--- config.mk ---
export PLATFORM = sky130hd
export DESIGN_NAME = led_pattern_register_engine
export DESIGN_NICKNAME = d
export VERILOG_FILES = /design/src/rtl/core/lpre_pkg.sv /design/src/rtl/core/lpre_scaler.sv /design/src/rtl/core/lpre_datapath.sv /design/src/rtl/core/lpre_ctrl.sv /design/src/rtl/core/led_pattern_register_engine.sv
export SDC_FILE = /design/constraint.sdc
export NUM_CORES = 1
export LEC_CHECK = 0
export ABC_AREA = 1
export BUFFER_PORTS_ARGS = -buffer_cell sky130_fd_sc_hd__buf_4
export CAP_MARGIN = 25
export CORE_UTILIZATION = 45
export CTS_CLUSTER_DIAMETER = 40
export DETAILED_ROUTE_END_ITERATION = 16
export PLACE_DENSITY = 0.74
export SETUP_SLACK_MARGIN = 0.2
export SLEW_MARGIN = 20
export SYNTH_ARGS = -nofsm -noshare
export SYNTH_HDL_FRONTEND = slang
export SYNTH_HIERARCHICAL = 1
export SYNTH_SLANG_ARGS = --single-unit
--- constraint.sdc ---
create_clock -name clk -period 3.3 [get_ports clk]
set_clock_uncertainty 0.1 [all_clocks]
set_input_delay 0.66 -clock clk [delete_from_list [all_inputs] [get_ports clk]]
set_output_delay 0.66 -clock clk [all_outputs]
set_load 0.02 [all_outputs]
--- src/rtl/core/lpre_pkg.sv ---
// ----------------------------------------------------------------------------
// lpre_pkg
// Shared types and codes of the LED pattern register engine: request and
// result words, request codes, ring operations and the control bundle
// between controller and datapath.
// ----------------------------------------------------------------------------
package lpre_pkg;

	// request codes
	localparam logic [3:0] REQ_FILL      = 4'd0;
	localparam logic [3:0] REQ_RAMP_UP   = 4'd1;
	localparam logic [3:0] REQ_RAMP_DOWN = 4'd2;
	localparam logic [3:0] REQ_TRIANGLE  = 4'd3;
	localparam logic [3:0] REQ_ROT_R     = 4'd4;
	localparam logic [3:0] REQ_ROT_L     = 4'd5;
	localparam logic [3:0] REQ_SHIFT_R   = 4'd6;
	localparam logic [3:0] REQ_SHIFT_L   = 4'd7;
	localparam logic [3:0] REQ_MIRROR    = 4'd8;
	localparam logic [3:0] REQ_READ      = 4'd9;

	localparam logic [7:0] PEAK_LEVEL_RST = 8'd255;

	typedef struct packed {
		logic [3:0] req_type;
		logic [7:0] new_level;
		logic [3:0] led_index;
	} req_t;

	typedef struct packed {
		logic [7:0] shifted_out;
		logic [7:0] leftmost_level;
		logic [7:0] rightmost_level;
		logic [7:0] read_level;
	} res_t;

	typedef enum logic [2:0] {
		RING_HOLD,
		RING_FILL,
		RING_ROT_R,
		RING_ROT_L,
		RING_SHR,
		RING_SHL,
		RING_MIRROR
	} ring_op_t;

	typedef struct packed {
		ring_op_t ring_op;
		logic     load_req;
		logic     cnt_clr;
		logic     cnt_inc;
		logic     scale_issue;
		logic     read_step;
		logic     emit;
	} cmd_t;

	typedef struct packed {
		logic cnt_last;
		logic scale_busy;
	} sts_t;

endpackage

--- src/rtl/core/lpre_scaler.sv ---
// ----------------------------------------------------------------------------
// lpre_scaler
// Three-stage scaler: level = floor(num * max / LED_COUNT). Divide by the
// constant LED count through a reciprocal multiply and one correction step.
// ----------------------------------------------------------------------------
module lpre_scaler #(
	parameter int LED_COUNT = 16
) (
	input  logic                         clk,
	input  logic                         arst_n,
	input  logic                         issue,
	input  logic [$clog2(LED_COUNT)-1:0] num,
	input  logic [7:0]                   max_level,
	output logic                         lvl_valid,
	output logic [7:0]                   lvl,
	output logic                         busy
);

	localparam int CW    = $clog2(LED_COUNT);
	localparam int XW    = CW + 8;
	localparam int SH    = XW;
	localparam int RECIP = (1 << SH) / LED_COUNT;

	logic          v_s1, v_s2, v_s3;
	logic [XW-1:0] x_s1, x_s2;
	logic [7:0]    q0_s2;
	logic [7:0]    lvl_s3;

	logic [2*XW-1:0] prod;
	logic [XW-1:0]   qn;
	logic [XW-1:0]   rem;
	logic            corr;

	assign prod = (2*XW)'(x_s1) * (2*XW)'(RECIP);
	assign qn   = XW'(q0_s2) * XW'(LED_COUNT);
	assign rem  = x_s2 - qn;
	// estimate is short by at most one
	assign corr = rem >= XW'(LED_COUNT);

	always_ff @(posedge clk or negedge arst_n) begin
		if (!arst_n) begin
			v_s1 <= 1'b0;
			v_s2 <= 1'b0;
			v_s3 <= 1'b0;
		end else begin
			v_s1 <= issue;
			v_s2 <= v_s1;
			v_s3 <= v_s2;
		end
	end

	always_ff @(posedge clk) begin
		x_s1   <= XW'(num) * XW'(max_level);
		x_s2   <= x_s1;
		q0_s2  <= prod[SH+7:SH];
		lvl_s3 <= q0_s2 + 8'(corr);
	end

	assign lvl_valid = v_s3;
	assign lvl       = lvl_s3;
	assign busy      = v_s1 | v_s2 | v_s3;

	a_latency: assert property (@(posedge clk) disable iff (!arst_n)
		issue |-> ##3 lvl_valid)
		else $error("scaler result missing three cycles after issue");

	a_range: assert property (@(posedge clk) disable iff (!arst_n)
		lvl_valid |-> lvl <= max_level)
		else $error("scaled level above max intensity");

endmodule

--- src/rtl/core/lpre_datapath.sv ---
// ----------------------------------------------------------------------------
// lpre_datapath
// LED level ring, request and result registers, LED counter, max intensity
// register and the shared scaler.
// ----------------------------------------------------------------------------
module lpre_datapath #(
	parameter int LED_COUNT = 16
) (
	input  logic            clk,
	input  logic            arst_n,
	input  lpre_pkg::req_t  req_word,
	input  logic            cfg_we,
	input  logic [7:0]      cfg_data,
	input  lpre_pkg::cmd_t  cmd,
	output lpre_pkg::sts_t  sts,
	output lpre_pkg::res_t  res_word
);

	localparam int CW   = $clog2(LED_COUNT);
	localparam int IW   = (CW > 4) ? CW : 4;
	localparam int HALF = LED_COUNT / 2;

	logic [7:0]     ring_q [LED_COUNT];
	lpre_pkg::req_t req_q;
	lpre_pkg::res_t res_q;
	logic [7:0]     max_q;
	logic [CW-1:0]  cnt_q;
	logic [7:0]     shift_q;
	logic [7:0]     read_q;

	logic [CW-1:0] k_down;
	logic [CW-1:0] num;
	logic          lvl_v;
	logic [7:0]    lvl;
	logic          scale_busy;

	// numerator of the LED under the counter
	assign k_down = CW'(LED_COUNT - 1) - cnt_q;

	always_comb begin
		case (req_q.req_type)
			lpre_pkg::REQ_RAMP_DOWN: num = k_down;
			lpre_pkg::REQ_TRIANGLE:  num = (cnt_q < CW'(HALF)) ? (cnt_q << 1) : (k_down << 1);
			default:                 num = cnt_q;
		endcase
	end

	lpre_scaler #(
		.LED_COUNT (LED_COUNT)
	) u_scaler (
		.clk       (clk),
		.arst_n    (arst_n),
		.issue     (cmd.scale_issue),
		.num       (num),
		.max_level (max_q),
		.lvl_valid (lvl_v),
		.lvl       (lvl),
		.busy      (scale_busy)
	);

	always_ff @(posedge clk or negedge arst_n) begin
		if (!arst_n) begin
			max_q <= lpre_pkg::PEAK_LEVEL_RST;
		end else if (cfg_we) begin
			max_q <= cfg_data;
		end
	end

	always_ff @(posedge clk or negedge arst_n) begin
		if (!arst_n) begin
			cnt_q <= '0;
		end else if (cmd.cnt_clr) begin
			cnt_q <= '0;
		end else if (cmd.cnt_inc) begin
			cnt_q <= cnt_q + CW'(1);
		end
	end

	// ring: scaler output shifts in at the last LED
	always_ff @(posedge clk or negedge arst_n) begin
		if (!arst_n) begin
			for (int k = 0; k < LED_COUNT; k++) ring_q[k] <= '0;
		end else if (lvl_v) begin
			for (int k = 0; k < LED_COUNT - 1; k++) ring_q[k] <= ring_q[k+1];
			ring_q[LED_COUNT-1] <= lvl;
		end else begin
			unique case (cmd.ring_op)
				lpre_pkg::RING_FILL: begin
					for (int k = 0; k < LED_COUNT; k++) ring_q[k] <= req_q.new_level;
				end
				lpre_pkg::RING_ROT_R: begin
					for (int k = 1; k < LED_COUNT; k++) ring_q[k] <= ring_q[k-1];
					ring_q[0] <= ring_q[LED_COUNT-1];
				end
				lpre_pkg::RING_ROT_L: begin
					for (int k = 0; k < LED_COUNT - 1; k++) ring_q[k] <= ring_q[k+1];
					ring_q[LED_COUNT-1] <= ring_q[0];
				end
				lpre_pkg::RING_SHR: begin
					for (int k = 1; k < LED_COUNT; k++) ring_q[k] <= ring_q[k-1];
					ring_q[0] <= req_q.new_level;
				end
				lpre_pkg::RING_SHL: begin
					for (int k = 0; k < LED_COUNT - 1; k++) ring_q[k] <= ring_q[k+1];
					ring_q[LED_COUNT-1] <= req_q.new_level;
				end
				lpre_pkg::RING_MIRROR: begin
					for (int k = 0; k < LED_COUNT; k++) ring_q[k] <= ring_q[LED_COUNT-1-k];
				end
				default: begin
				end
			endcase
		end
	end

	always_ff @(posedge clk) begin
		if (cmd.load_req) begin
			req_q   <= req_word;
			shift_q <= '0;
			read_q  <= '0;
		end else begin
			if (cmd.ring_op == lpre_pkg::RING_SHR) shift_q <= ring_q[LED_COUNT-1];
			if (cmd.ring_op == lpre_pkg::RING_SHL) shift_q <= ring_q[0];
			// the LED under the counter sits at the head while reading
			if (cmd.read_step && (IW'(cnt_q) == IW'(req_q.led_index))) read_q <= ring_q[0];
		end
		if (cmd.emit) begin
			res_q.shifted_out     <= shift_q;
			res_q.leftmost_level  <= ring_q[0];
			res_q.rightmost_level <= ring_q[LED_COUNT-1];
			res_q.read_level      <= read_q;
		end
	end

	assign sts.cnt_last   = cnt_q == CW'(LED_COUNT - 1);
	assign sts.scale_busy = scale_busy;
	assign res_word       = res_q;

	a_no_collide: assert property (@(posedge clk) disable iff (!arst_n)
		lvl_v |-> (cmd.ring_op == lpre_pkg::RING_HOLD) && !cmd.emit)
		else $error("scaler write collides with another ring update");

endmodule

--- src/rtl/core/lpre_ctrl.sv ---
// ----------------------------------------------------------------------------
// lpre_ctrl
// Request sequencer: decodes the request, steps the datapath through the
// operation and hands the result word to the output register.
// ----------------------------------------------------------------------------
module lpre_ctrl (
	input  logic           clk,
	input  logic           arst_n,
	input  logic           req_valid,
	input  logic [3:0]     req_type,
	output logic           req_stall,
	output logic           res_valid,
	input  logic           res_stall,
	input  lpre_pkg::sts_t sts,
	output lpre_pkg::cmd_t cmd
);

	typedef enum logic [2:0] {
		ST_IDLE,
		ST_ONE,
		ST_ISSUE,
		ST_DRAIN,
		ST_READ,
		ST_EMIT
	} state_t;

	state_t             state_q;
	lpre_pkg::ring_op_t ring_op_q;
	logic               res_valid_q;
	logic               out_free;

	assign out_free = !res_valid_q || !res_stall;

	always_comb begin
		cmd             = '0;
		cmd.ring_op     = lpre_pkg::RING_HOLD;
		unique case (state_q)
			ST_IDLE: begin
				cmd.load_req = req_valid;
				cmd.cnt_clr  = req_valid;
			end
			ST_ONE: begin
				cmd.ring_op = ring_op_q;
			end
			ST_ISSUE: begin
				cmd.scale_issue = 1'b1;
				cmd.cnt_inc     = 1'b1;
			end
			ST_READ: begin
				cmd.ring_op   = lpre_pkg::RING_ROT_L;
				cmd.read_step = 1'b1;
				cmd.cnt_inc   = 1'b1;
			end
			ST_EMIT: begin
				cmd.emit = out_free;
			end
			default: begin
			end
		endcase
	end

	always_ff @(posedge clk or negedge arst_n) begin
		if (!arst_n) begin
			state_q     <= ST_IDLE;
			ring_op_q   <= lpre_pkg::RING_HOLD;
			res_valid_q <= 1'b0;
		end else begin
			if (cmd.emit) begin
				res_valid_q <= 1'b1;
			end else if (!res_stall) begin
				res_valid_q <= 1'b0;
			end
			unique case (state_q)
				ST_IDLE: begin
					if (req_valid) begin
						unique case (req_type) inside
							lpre_pkg::REQ_RAMP_UP, lpre_pkg::REQ_RAMP_DOWN,
							lpre_pkg::REQ_TRIANGLE: begin
								state_q <= ST_ISSUE;
							end
							lpre_pkg::REQ_READ: begin
								state_q <= ST_READ;
							end
							lpre_pkg::REQ_FILL: begin
								ring_op_q <= lpre_pkg::RING_FILL;
								state_q   <= ST_ONE;
							end
							lpre_pkg::REQ_ROT_R: begin
								ring_op_q <= lpre_pkg::RING_ROT_R;
								state_q   <= ST_ONE;
							end
							lpre_pkg::REQ_ROT_L: begin
								ring_op_q <= lpre_pkg::RING_ROT_L;
								state_q   <= ST_ONE;
							end
							lpre_pkg::REQ_SHIFT_R: begin
								ring_op_q <= lpre_pkg::RING_SHR;
								state_q   <= ST_ONE;
							end
							lpre_pkg::REQ_SHIFT_L: begin
								ring_op_q <= lpre_pkg::RING_SHL;
								state_q   <= ST_ONE;
							end
							lpre_pkg::REQ_MIRROR: begin
								ring_op_q <= lpre_pkg::RING_MIRROR;
								state_q   <= ST_ONE;
							end
							default: begin
								ring_op_q <= lpre_pkg::RING_HOLD;
								state_q   <= ST_ONE;
							end
						endcase
					end
				end
				ST_ONE: begin
					state_q <= ST_EMIT;
				end
				ST_ISSUE: begin
					if (sts.cnt_last) state_q <= ST_DRAIN;
				end
				ST_DRAIN: begin
					if (!sts.scale_busy) state_q <= ST_EMIT;
				end
				ST_READ: begin
					if (sts.cnt_last) state_q <= ST_EMIT;
				end
				ST_EMIT: begin
					if (out_free) state_q <= ST_IDLE;
				end
				default: begin
					state_q <= ST_IDLE;
				end
			endcase
		end
	end

	assign req_stall = state_q != ST_IDLE;
	assign res_valid = res_valid_q;

	a_emit_free: assert property (@(posedge clk) disable iff (!arst_n)
		cmd.emit |-> (!res_valid || !res_stall))
		else $error("result word overwritten while stalled");

	a_emit_valid: assert property (@(posedge clk) disable iff (!arst_n)
		cmd.emit |=> res_valid && (state_q == ST_IDLE))
		else $error("emitted word not presented");

endmodule

--- src/rtl/core/led_pattern_register_engine.sv ---
// ----------------------------------------------------------------------------
// led_pattern_register_engine
// LED intensity array with fill, ramp, triangle, rotate, shift, mirror and
// read requests; one result word per request word.
// ----------------------------------------------------------------------------
// The engine keeps LED_COUNT intensity bytes, all zero after reset, and
// works on one request word at a time; every request returns exactly one
// result word with the first and last LED levels after the operation.
// Sequencing: fill, rotate, shift, mirror and unused codes apply one ring
// operation and then emit the result; a read rotates the ring of levels
// once past its single head tap; ramp and triangle loads feed one LED
// level per cycle through the shared three-stage scaler and then wait
// for its drain. The result sits in an output register, so the next
// request word is taken while the previous result still waits.
// The peak level register is written through cfg_we/cfg_data (reset 255);
// write it only while the engine is idle. A read at an index beyond the
// array returns zero.
// ----------------------------------------------------------------------------
module led_pattern_register_engine #(
	parameter int LED_COUNT = 16
) (
	input  logic           clk,
	input  logic           arst_n,
	// request channel
	input  logic           req_valid,
	output logic           req_stall,
	input  lpre_pkg::req_t req_word,
	// result channel
	output logic           res_valid,
	input  logic           res_stall,
	output lpre_pkg::res_t res_word,
	// max intensity register
	input  logic           cfg_we,
	input  logic [7:0]     cfg_data
);

	lpre_pkg::cmd_t cmd;
	lpre_pkg::sts_t sts;

	// sequence each request word
	lpre_ctrl u_ctrl (
		.clk       (clk),
		.arst_n    (arst_n),
		.req_valid (req_valid),
		.req_type  (req_word.req_type),
		.req_stall (req_stall),
		.res_valid (res_valid),
		.res_stall (res_stall),
		.sts       (sts),
		.cmd       (cmd)
	);

	// hold the levels, scale patterns, build the result word
	lpre_datapath #(
		.LED_COUNT (LED_COUNT)
	) u_datapath (
		.clk      (clk),
		.arst_n   (arst_n),
		.req_word (req_word),
		.cfg_we   (cfg_we),
		.cfg_data (cfg_data),
		.cmd      (cmd),
		.sts      (sts),
		.res_word (res_word)
	);

endmodule

==> key figures, run 1 <==
Worst hold path
  • Worst Hold Class: primary input to asynchronous set/reset pin

Synthesis
  • Async SR Flop Fraction: 0.6303
  • Gate Count Post-Synth: 2113
  • Fraction of the mapped netlist area in simple logic gates: 0.3757
  • Main flop type after synthesis: dfrtp_1
  • Synth top area share: 0.2548
  • Complex-gate fraction of the synthesized area: 0.06928
  • Post-Syn Nets: ~2200
  • Main area contributors after synthesis: nand2_1, dfrtp_1, edfxtp_1, nor2_1, dfxtp_1
  • Most common cell in the synthesized netlist: nand2_1
  • Commonest cells in the netlist: nand2_1, nor2_1, inv_1
  • Syn_area_per_cell: 6.658 sq um
  • Largest family of logic cells by synthesized area: simple AND/OR/NAND/NOR gates
  • Sequential area share after synthesis: 0.4269
  • EDFF count, synth: 48
  • Post-synthesis cell area: ~14000 sq um
  • Post-synthesis mux area share: 0.006403
  • Synth warnings: 6
  • Synth unique cells: 40
  • Synth Area in Adders: 0.02988
  • Yosys top cell by area: nand2_1
  • Synth Register Bits: 238
  • XOR/XNOR share of the synthesized area: 0.004980

Detailed routing
  • Vias per std cell: ~5.2
  • Residual DRC count: 0
  • DR vias: 13461
  • Drt pass-1 iters: 5
  • Final Routed Wirelength: between 30000 and 40000 um
  • Detail Route Antenna Nets: 0
  • DR iter-0 viols: 1098
  • Routed length per instance: about 15 um

Worst setup path
  • Type of origin of the critical path: flip-flop
  • Req. time, crit path: 3.62 ns
  • Worst R2R End: u_datapath/u_scaler/x_s1[9]
  • Worst EP arrival: 3.86 ns
  • Crit-path max FO: 5
  • R2r setup slk: -0.24 ns
  • R2r worst-path depth: 18
  • Worst r2r src: u_datapath/req_q[15]
  • CP Class: flip-flop to flip-flop
  • CP Capture Type: flip-flop

Run
  • Max Cap Violations: 0

GRT
  • Gr ovfl total: 0
  • First-pass GRT wire length: 61670 um
  • Vias in the first global route: 12628
  • Antenna violations before repair: 0
  • Pin count of the biggest net entering global routing: 96
  • Total GRT Usage: 0.2380

STA
  • Measured slew at the worst slew-check pin: about 0.7 ns
  • Final setup viols: 8
  • Relative slew slack: 0.5351
  • Post-route minimum period: between 3 and 4 ns
  • RSZ-0062 raised after global routing: true
  • Peak Freq: 282.4 MHz
  • Final Slew Violations: 0
  • Post-route clock period utilization: 1.073
  • Fin worst setup slack: -0.2410 ns
  • Final Hold Vio Count: 0

Final layout
  • Final cell count without fillers: 2608
  • Fillers: ~2800
  • Layout cells sized above 1: 0.1320
  • ANT cells: 0
  • Synthesis-to-finish area growth: 19.24%
  • # nets final: 2235
  • Fin util: 0.5470

CTS
  • Clock latency at the later pin of the worst-skew pair: roughly 0.53 ns
  • Clock Sink Count: 238
  • CTS tree: done
  • Root Driver: clkbuf_16
  • Clock Path Buffers: 3
  • CTS clk-pin slew, worst paths: 0.06 ns
  • Total CTS buffers: 41
  • CTS H-tree depth: 2
  • Hold-fix buffer count after cts: 0

Floorplanning
  • Core area: 30670 sq um
  • Rows: between 60 and 70
  • Initial core utilization: 0.4587
  • Die width: 178.8 um
  • I/O pin count: 63
  • Die Area: 31970 sq um
  • Overall die height: 178.8 um

Place
  • Port Buffer Count: 62
  • DP Cell Count: 2519
  • Placer Congestion: 0.8592
  • DP HPWL: 23610 um

Power and ir drop
  • Peak VDD IR: between 700 and 800 uV
  • Total power: approximately 19 mW
  • Power Density: 1146 nW/um^2
  • Leakage: 9.121 nW

Status
  • Failing checks: setup timing
  • Outcome: complete, but fails checks
[power breakdown]
part | total (mW) | internal, mW | leakage (nW) | switching, mW
clock network | 4.24 | 2.62 | 0.673 | 1.62
logic | 9.64 | 3.31 | 5.79 | 6.33
registers | 5.34 | 4.31 | 2.66 | 1.03
[layout make-up]
class                      instances  area [sq um]  share of cell area
multi-input combinational       1575          7076              0.4218
inverter                         197         739.5             0.04408
timing repair buffer             126          1074             0.06400
clock inverter                    23         230.2             0.01372
clock buffer                      53          1154             0.06877
tap                              396         495.5             0.02954
sequential                       238          6007              0.3581
[routing by layer]
layer | wire length [um] | GRT usage
met5 | 0 | 0
met4 | 927 | 0.07662
met3 | 2534 | 0.03902
met2 | 18120 | 0.3980
met1 | 16260 | 0.3129
[what timing repair did]
item | CTS | global route
pin swaps | 14 | 16
setup endpoints to repair | 8 | 8
buffers inserted | 8 | 4
gates resized for setup | 13 | 20
[worst max-delay path, stage by stage, from the launching register on]
cell,delay [ns]
edfxtp_1,0.41
nor3_4,0.27
inv_2,0.10
nor2_4,0.15
nand2_2,0.07
o211ai_1,0.13
buf_4,0.20
buf_6,0.10
nand2_2,0.05
inv_2,0.06
fa_1,0.39
inv_1,0.08
fa_1,0.42
inv_2,0.08
ha_4,0.22
a21oi_4,0.17
o21a_1,0.20
nand2_2,0.08
xor2_1,0.14
[cells in the final DEF, fill, tap and decap left out, drive strengths merged, types with 10 or more instances in the layout]
master  netlist  routed
dfrtp       142     142
nor2        295     295
ha           16      16
a21oi       138     138
nand4        10      10
dfxtp        40      40
clkbuf       40      53
buf          63     126
inv         197     211
edfxtp       48      48
o21ai        32      32
nand3        67      67
fa           11      11
nand2       967     967
[stage by stage]
stage | instance area, sq um | TNS [ns] | hold slack [ns] | worst slack, ns
final | 16770 | -1.218 | 0.04033 | -0.2410
after floorplan | 14160 | 0 | 0.2096 | 0.1217
after CTS | 16640 | -0.1761 | 0.07902 | -0.05674
after detailed placement | 15140 | -0.7006 | 0.2121 | -0.1596
after global routing | 16770 | -2.286 | 0.1025 | -0.3664
after global placement | 15140 | -0.1505 | 0.2114 | -0.06551
[flip-flops by register name, indices dropped and copies added (netlist names)]
| signal | flops |
|---|---|
| u_datapath/u_scaler/x_s1 | 8 |
| u_datapath/u_scaler/lvl_valid | 1 |
| u_datapath/read_q | 8 |
| u_datapath/shift_q | 8 |
| u_ctrl/ring_op_q | 3 |
| u_datapath/cnt_q | 4 |
| u_datapath/max_q | 8 |
| u_datapath/u_scaler/v_s2 | 1 |
| u_ctrl/res_valid | 1 |
| u_datapath/req_q | 16 |
| u_ctrl/state_q | 3 |
| u_datapath/u_scaler/lvl | 8 |
| u_datapath/res_word | 32 |
| u_datapath/ring_q | 128 |
| u_datapath/u_scaler/q0_s2 | 8 |
| u_datapath/u_scaler/v_s1 | 1 |
[how the worst max path moves through the flow]
stage,depth (start not counted),from,to
6_report,18,u_datapath/req_q[15],u_datapath/u_scaler/x_s1[9]
3_5_place_dp,18,u_datapath/req_q[14],u_datapath/u_scaler/x_s1[11]
3_3_place_gp,15,u_datapath/req_q[14],u_datapath/u_scaler/x_s1[11]
2_1_floorplan,19,u_datapath/req_q[14],u_datapath/u_scaler/x_s1[10]
4_1_cts,19,u_datapath/req_q[14],u_datapath/u_scaler/x_s1[10]
5_1_grt,19,u_datapath/req_q[15],u_datapath/u_scaler/x_s1[10]
[cells by family after synthesis]
family / Yosys count
AO/OA/AOI/OAI: 185
XOR/XNOR: 8
adder cells (fa/ha/maj): 27
buffers and inverters: 300
flip-flops: 238
multiplexers: 8
AND/OR/NAND/NOR: 1347
(Power assumes the default switching activity.)
==> inputs of run 2 (changes only) <==
--- a/config.mk
+++ b/config.mk
@@ -11,10 +11,9 @@
 export CORE_UTILIZATION = 45
 export CTS_CLUSTER_DIAMETER = 40
 export DETAILED_ROUTE_END_ITERATION = 16
-export PLACE_DENSITY = 0.74
+export PLACE_DENSITY = 0.72
 export SETUP_SLACK_MARGIN = 0.2
 export SLEW_MARGIN = 20
 export SYNTH_ARGS = -nofsm -noshare
 export SYNTH_HDL_FRONTEND = slang
-export SYNTH_HIERARCHICAL = 1
 export SYNTH_SLANG_ARGS = --single-unit
==> constraint.sdc (replaced) <==
create_clock -name clk -period 4.5 [get_ports clk]
set_clock_uncertainty 0.1 [all_clocks]
set_input_delay 0.9 -clock clk [delete_from_list [all_inputs] [get_ports clk]]
set_output_delay 0.9 -clock clk [all_outputs]
set_load 0.02 [all_outputs]
==> key figures, run 2 <==
Final layout
  • Largest Register: u_datapath.ring_q
  • Most common cell after layout, fill and taps aside: nand2_1
  • # nets final: 1813 (-19%)
  • Layout cells sized above 1: 0.1086 (-0.02338)
  • ANT cells: 0 (unchanged)
  • Largest register FFs: 128 (unchanged)
  • Synthesis-to-finish area growth: 14.90%
  • Most frequent cells in the layout: nand2_1, nor2_1, dfrtp_1, o21ai_0, inv_1
  • Final cell count without fillers: 2164 (-17%)

Worst setup path
  • Worst EP arrival: 4.14 ns (+0.28 ns)
  • Req. time, crit path: 4.80 ns (+1.18 ns)
  • CP Capture Type: flip-flop
  • CP Class: flip-flop to flip-flop
  • Crit-path max FO: 7 (+2)
  • Type of origin of the critical path: flip-flop
  • R2r worst-path depth: 17 (-1)

Floorplanning
  • Rows: 61 (-4.7%)
  • Initial core utilization: 0.4626 (+0.003911)
  • I/O pin count: 63 (unchanged)
  • Die Area: 29560 sq um (-7.6%)
  • Overall die height: 171.9 um (-3.9%)
  • Die width: 171.9 um (-3.9%)
  • Core area: 28090 sq um (-8.4%)

Worst hold path
  • WHS Path Cells: 0
  • Worst Hold Class: flip-flop to flip-flop

Place
  • DP Cell Count: 2095 (-17%)
  • DP HPWL: 21210 um (-10%)
  • Port Buffer Count: 62 (unchanged)
  • Placer Congestion: 0.8573 (-0.22%)

Detailed routing
  • Vias per std cell: 5.517 (+6.9%)
  • Residual DRC count: 0 (unchanged)
  • DR vias: 11938 (-11%)
  • Detail Route Antenna Nets: 0 (unchanged)
  • DR iter-0 viols: 1126 (+2.6%)
  • Final Routed Wirelength: 34070 um (-10%)
  • Routed length per instance: 15.74 um (+8.5%)
  • Drt pass-1 iters: 5 (unchanged)

CTS
  • Post_cts resized: 0 (-13)
  • Clock Path Buffers: 3 (unchanged)
  • CTS H-tree depth: 2 (unchanged)
  • Post-CTS setup buffer count: 0 (-8)
  • Total CTS buffers: 37 (-9.8%)
  • Clock latency at the later pin of the worst-skew pair: 0.52 ns (about the same)
  • Hold-fix buffer count after cts: 0 (unchanged)
  • Root Driver: clkbuf_16
  • CTS tree: done
  • Clock Sink Count: 238 (unchanged)
  • CTS clk-pin slew, worst paths: 0.06 ns (about the same)

GRT
  • Vias in the first global route: 11353 (-10%)
  • First-pass GRT wire length: 56350 um (-8.6%)
  • Met1 Use GR: 0.3061 (-0.006765)
  • Antenna violations before repair: 0 (unchanged)
  • Global route hottest layer: met2
  • GR Util met2: 0.3948 (-0.003194)
  • Pin count of the biggest net entering global routing: 88 (-8.3%)
  • Gr ovfl total: 0 (unchanged)
  • Total GRT Usage: 0.2373 (-0.0007098)
  • GR met3 Demand/Resource: 0.03891 (-0.0001056)

STA
  • Final Slew Violations: 0 (unchanged)
  • Fin Setup TNS: 0 ns (+1.218 ns)
  • RSZ-0062 raised after global routing: false
  • Final Hold Vio Count: 0 (unchanged)
  • Final setup viols: 0 (-8)
  • Relative slew slack: 0.4279 (-0.1071)
  • Post-route minimum period: 3.833 ns (+0.2918 ns)
  • Measured slew at the worst slew-check pin: 0.8581 ns (+0.1607 ns)
  • Peak Freq: 260.9 MHz (-7.6%)
  • Post-route clock period utilization: 0.8517 (-0.2213)

Synthesis
  • EDFF count, synth: 48 (unchanged)
  • Sequential area share after synthesis: 0.4622 (+0.03531)
  • Syn_area_per_cell: 7.541 sq um (+13%)
  • Synth unique cells: 41 (+2.5%)
  • Most common cell in the synthesized netlist: nand2_1
  • Main flop type after synthesis: dfrtp_1
  • Commonest cells in the netlist: nand2_1, nor2_1, dfrtp_1
  • Post-Syn Nets: 1779 (-18%)
  • Yosys top cell by area: dfrtp_1
  • Synth warnings: 0 (-6)
  • Synth Register Bits: 238 (unchanged)
  • Gate Count Post-Synth: 1723 (-18%)
  • Main area contributors after synthesis: dfrtp_1, nand2_1, edfxtp_1, dfxtp_1, nor2_1
  • Post-synthesis cell area: 12990 sq um (-7.6%)
  • Synth top area share: 0.2735 (+0.01867)
  • Async SR Flop Fraction: 0.6303 (unchanged)

Run
  • Max Cap Violations: 0 (unchanged)

Power and ir drop
  • Leakage: 6.918 nW (-24%)
  • Power Density: 876.0 nW/um^2 (-24%)
  • Peak VDD IR: 704.5 uV (-2.6%)

Status
  • Outcome: finished, final reports clean
[run 2: cell count changes in the layout (fill, tap and decap cells not counted), sizes merged, moves of 8 or more]
cell | before | now
a21oi | 138 | 90
a22oi | 0 | 31
buf | 126 | 78
inv | 211 | 135
mux2 | 8 | 0
nand2 | 967 | 584
nand4 | 10 | 2
nor2 | 295 | 214
o211ai | 7 | 32
o21ai | 32 | 198
o22ai | 1 | 13
[run 2: final cells by class]
| cell class | count | area [sq um] |
|---|---|---|
| multi-input cells | 1273 | 6048 |
| flip-flops and latches | 238 | 6007 |
| well taps | 378 | 473.0 |
| repair buffers | 78 | 671.9 |
| fillers | 2622 | 13160 |
| inverters | 129 | 486.7 |
| clock inverters | 17 | 171.4 |
| clock buffers | 51 | 1071 |
[run 2: worst max-delay path, stage by stage (launching register included)]
cell and delay (ns):
dfrtp_1 0.45, ha_1 0.32, nand2_1 0.07, o211ai_1 0.08, o21ai_1 0.32, nor2_1 0.13
fa_1 0.50, inv_1 0.04, fa_1 0.47, inv_1 0.04, ha_1 0.33, a21oi_1 0.24
nor2_1 0.07, a211oi_1 0.17, nand2_1 0.13, nand3_1 0.08, nand2_1 0.06, xor2_1 0.14
[run 2: path summary, 6_finish.rpt]
| check | slack (ns) | endpoint | startpoint |
|---|---|---|---|
| setup / recovery | 0.67 | u_datapath.u_scaler.x_s1[9] | u_datapath.cnt_q[2] |
| hold / removal | 0.22 | u_datapath.u_scaler.lvl[6] | u_datapath.u_scaler.q0_s2[6] |
| setup reg to reg | 0.67 | u_datapath.u_scaler.x_s1[9] | u_datapath.cnt_q[2] |
| hold reg to reg | 0.22 | u_datapath.u_scaler.lvl[6] | u_datapath.u_scaler.q0_s2[6] |
| max in group asynchronous | 3.03 | u_datapath.max_q[2] | arst_n |
| min in group asynchronous | 0.37 | u_datapath.ring_q[47] | arst_n |
[run 2: metrics by stage]
step,power [mW],setup slack [ns],util,hold slack [ns],cell area (sq um)
floorplan,8.768,1.050,-,0.2096,12990
global placement,9.999,0.8225,0.4863,0.2102,13660
detailed placement,10.18,0.7512,0.4863,0.2128,13660
CTS,13.05,0.6908,0.5306,0.2263,14900
global route,14.20,0.3232,0.5315,0.2328,14930
finish,13.08,0.6672,0.5315,0.2244,14930
[run 2: power by group]
group	switching, mW	internal, mW
combinational	4.17	2.02
sequential	0.820	3.25
clock	1.06	1.75
total	6.05	7.02
[run 2: cell families (layout without fill, tap and decap cells)]
logic type	after synthesis	after routing	synth area share
compound gates	373	373	0.1604
simple gates	865	865	0.2659
flops	238	238	0.4622
buf+inv	212	275	0.07376
fa+ha+maj	27	27	0.03235
xor+xnor	8	8	0.005393
[run 2: layer usage]
layer	wire length [um]	share of wire
met5	0	0
met4	1012	0.030
met3	2173	0.064
met2	16310	0.48
met1	14580	0.43
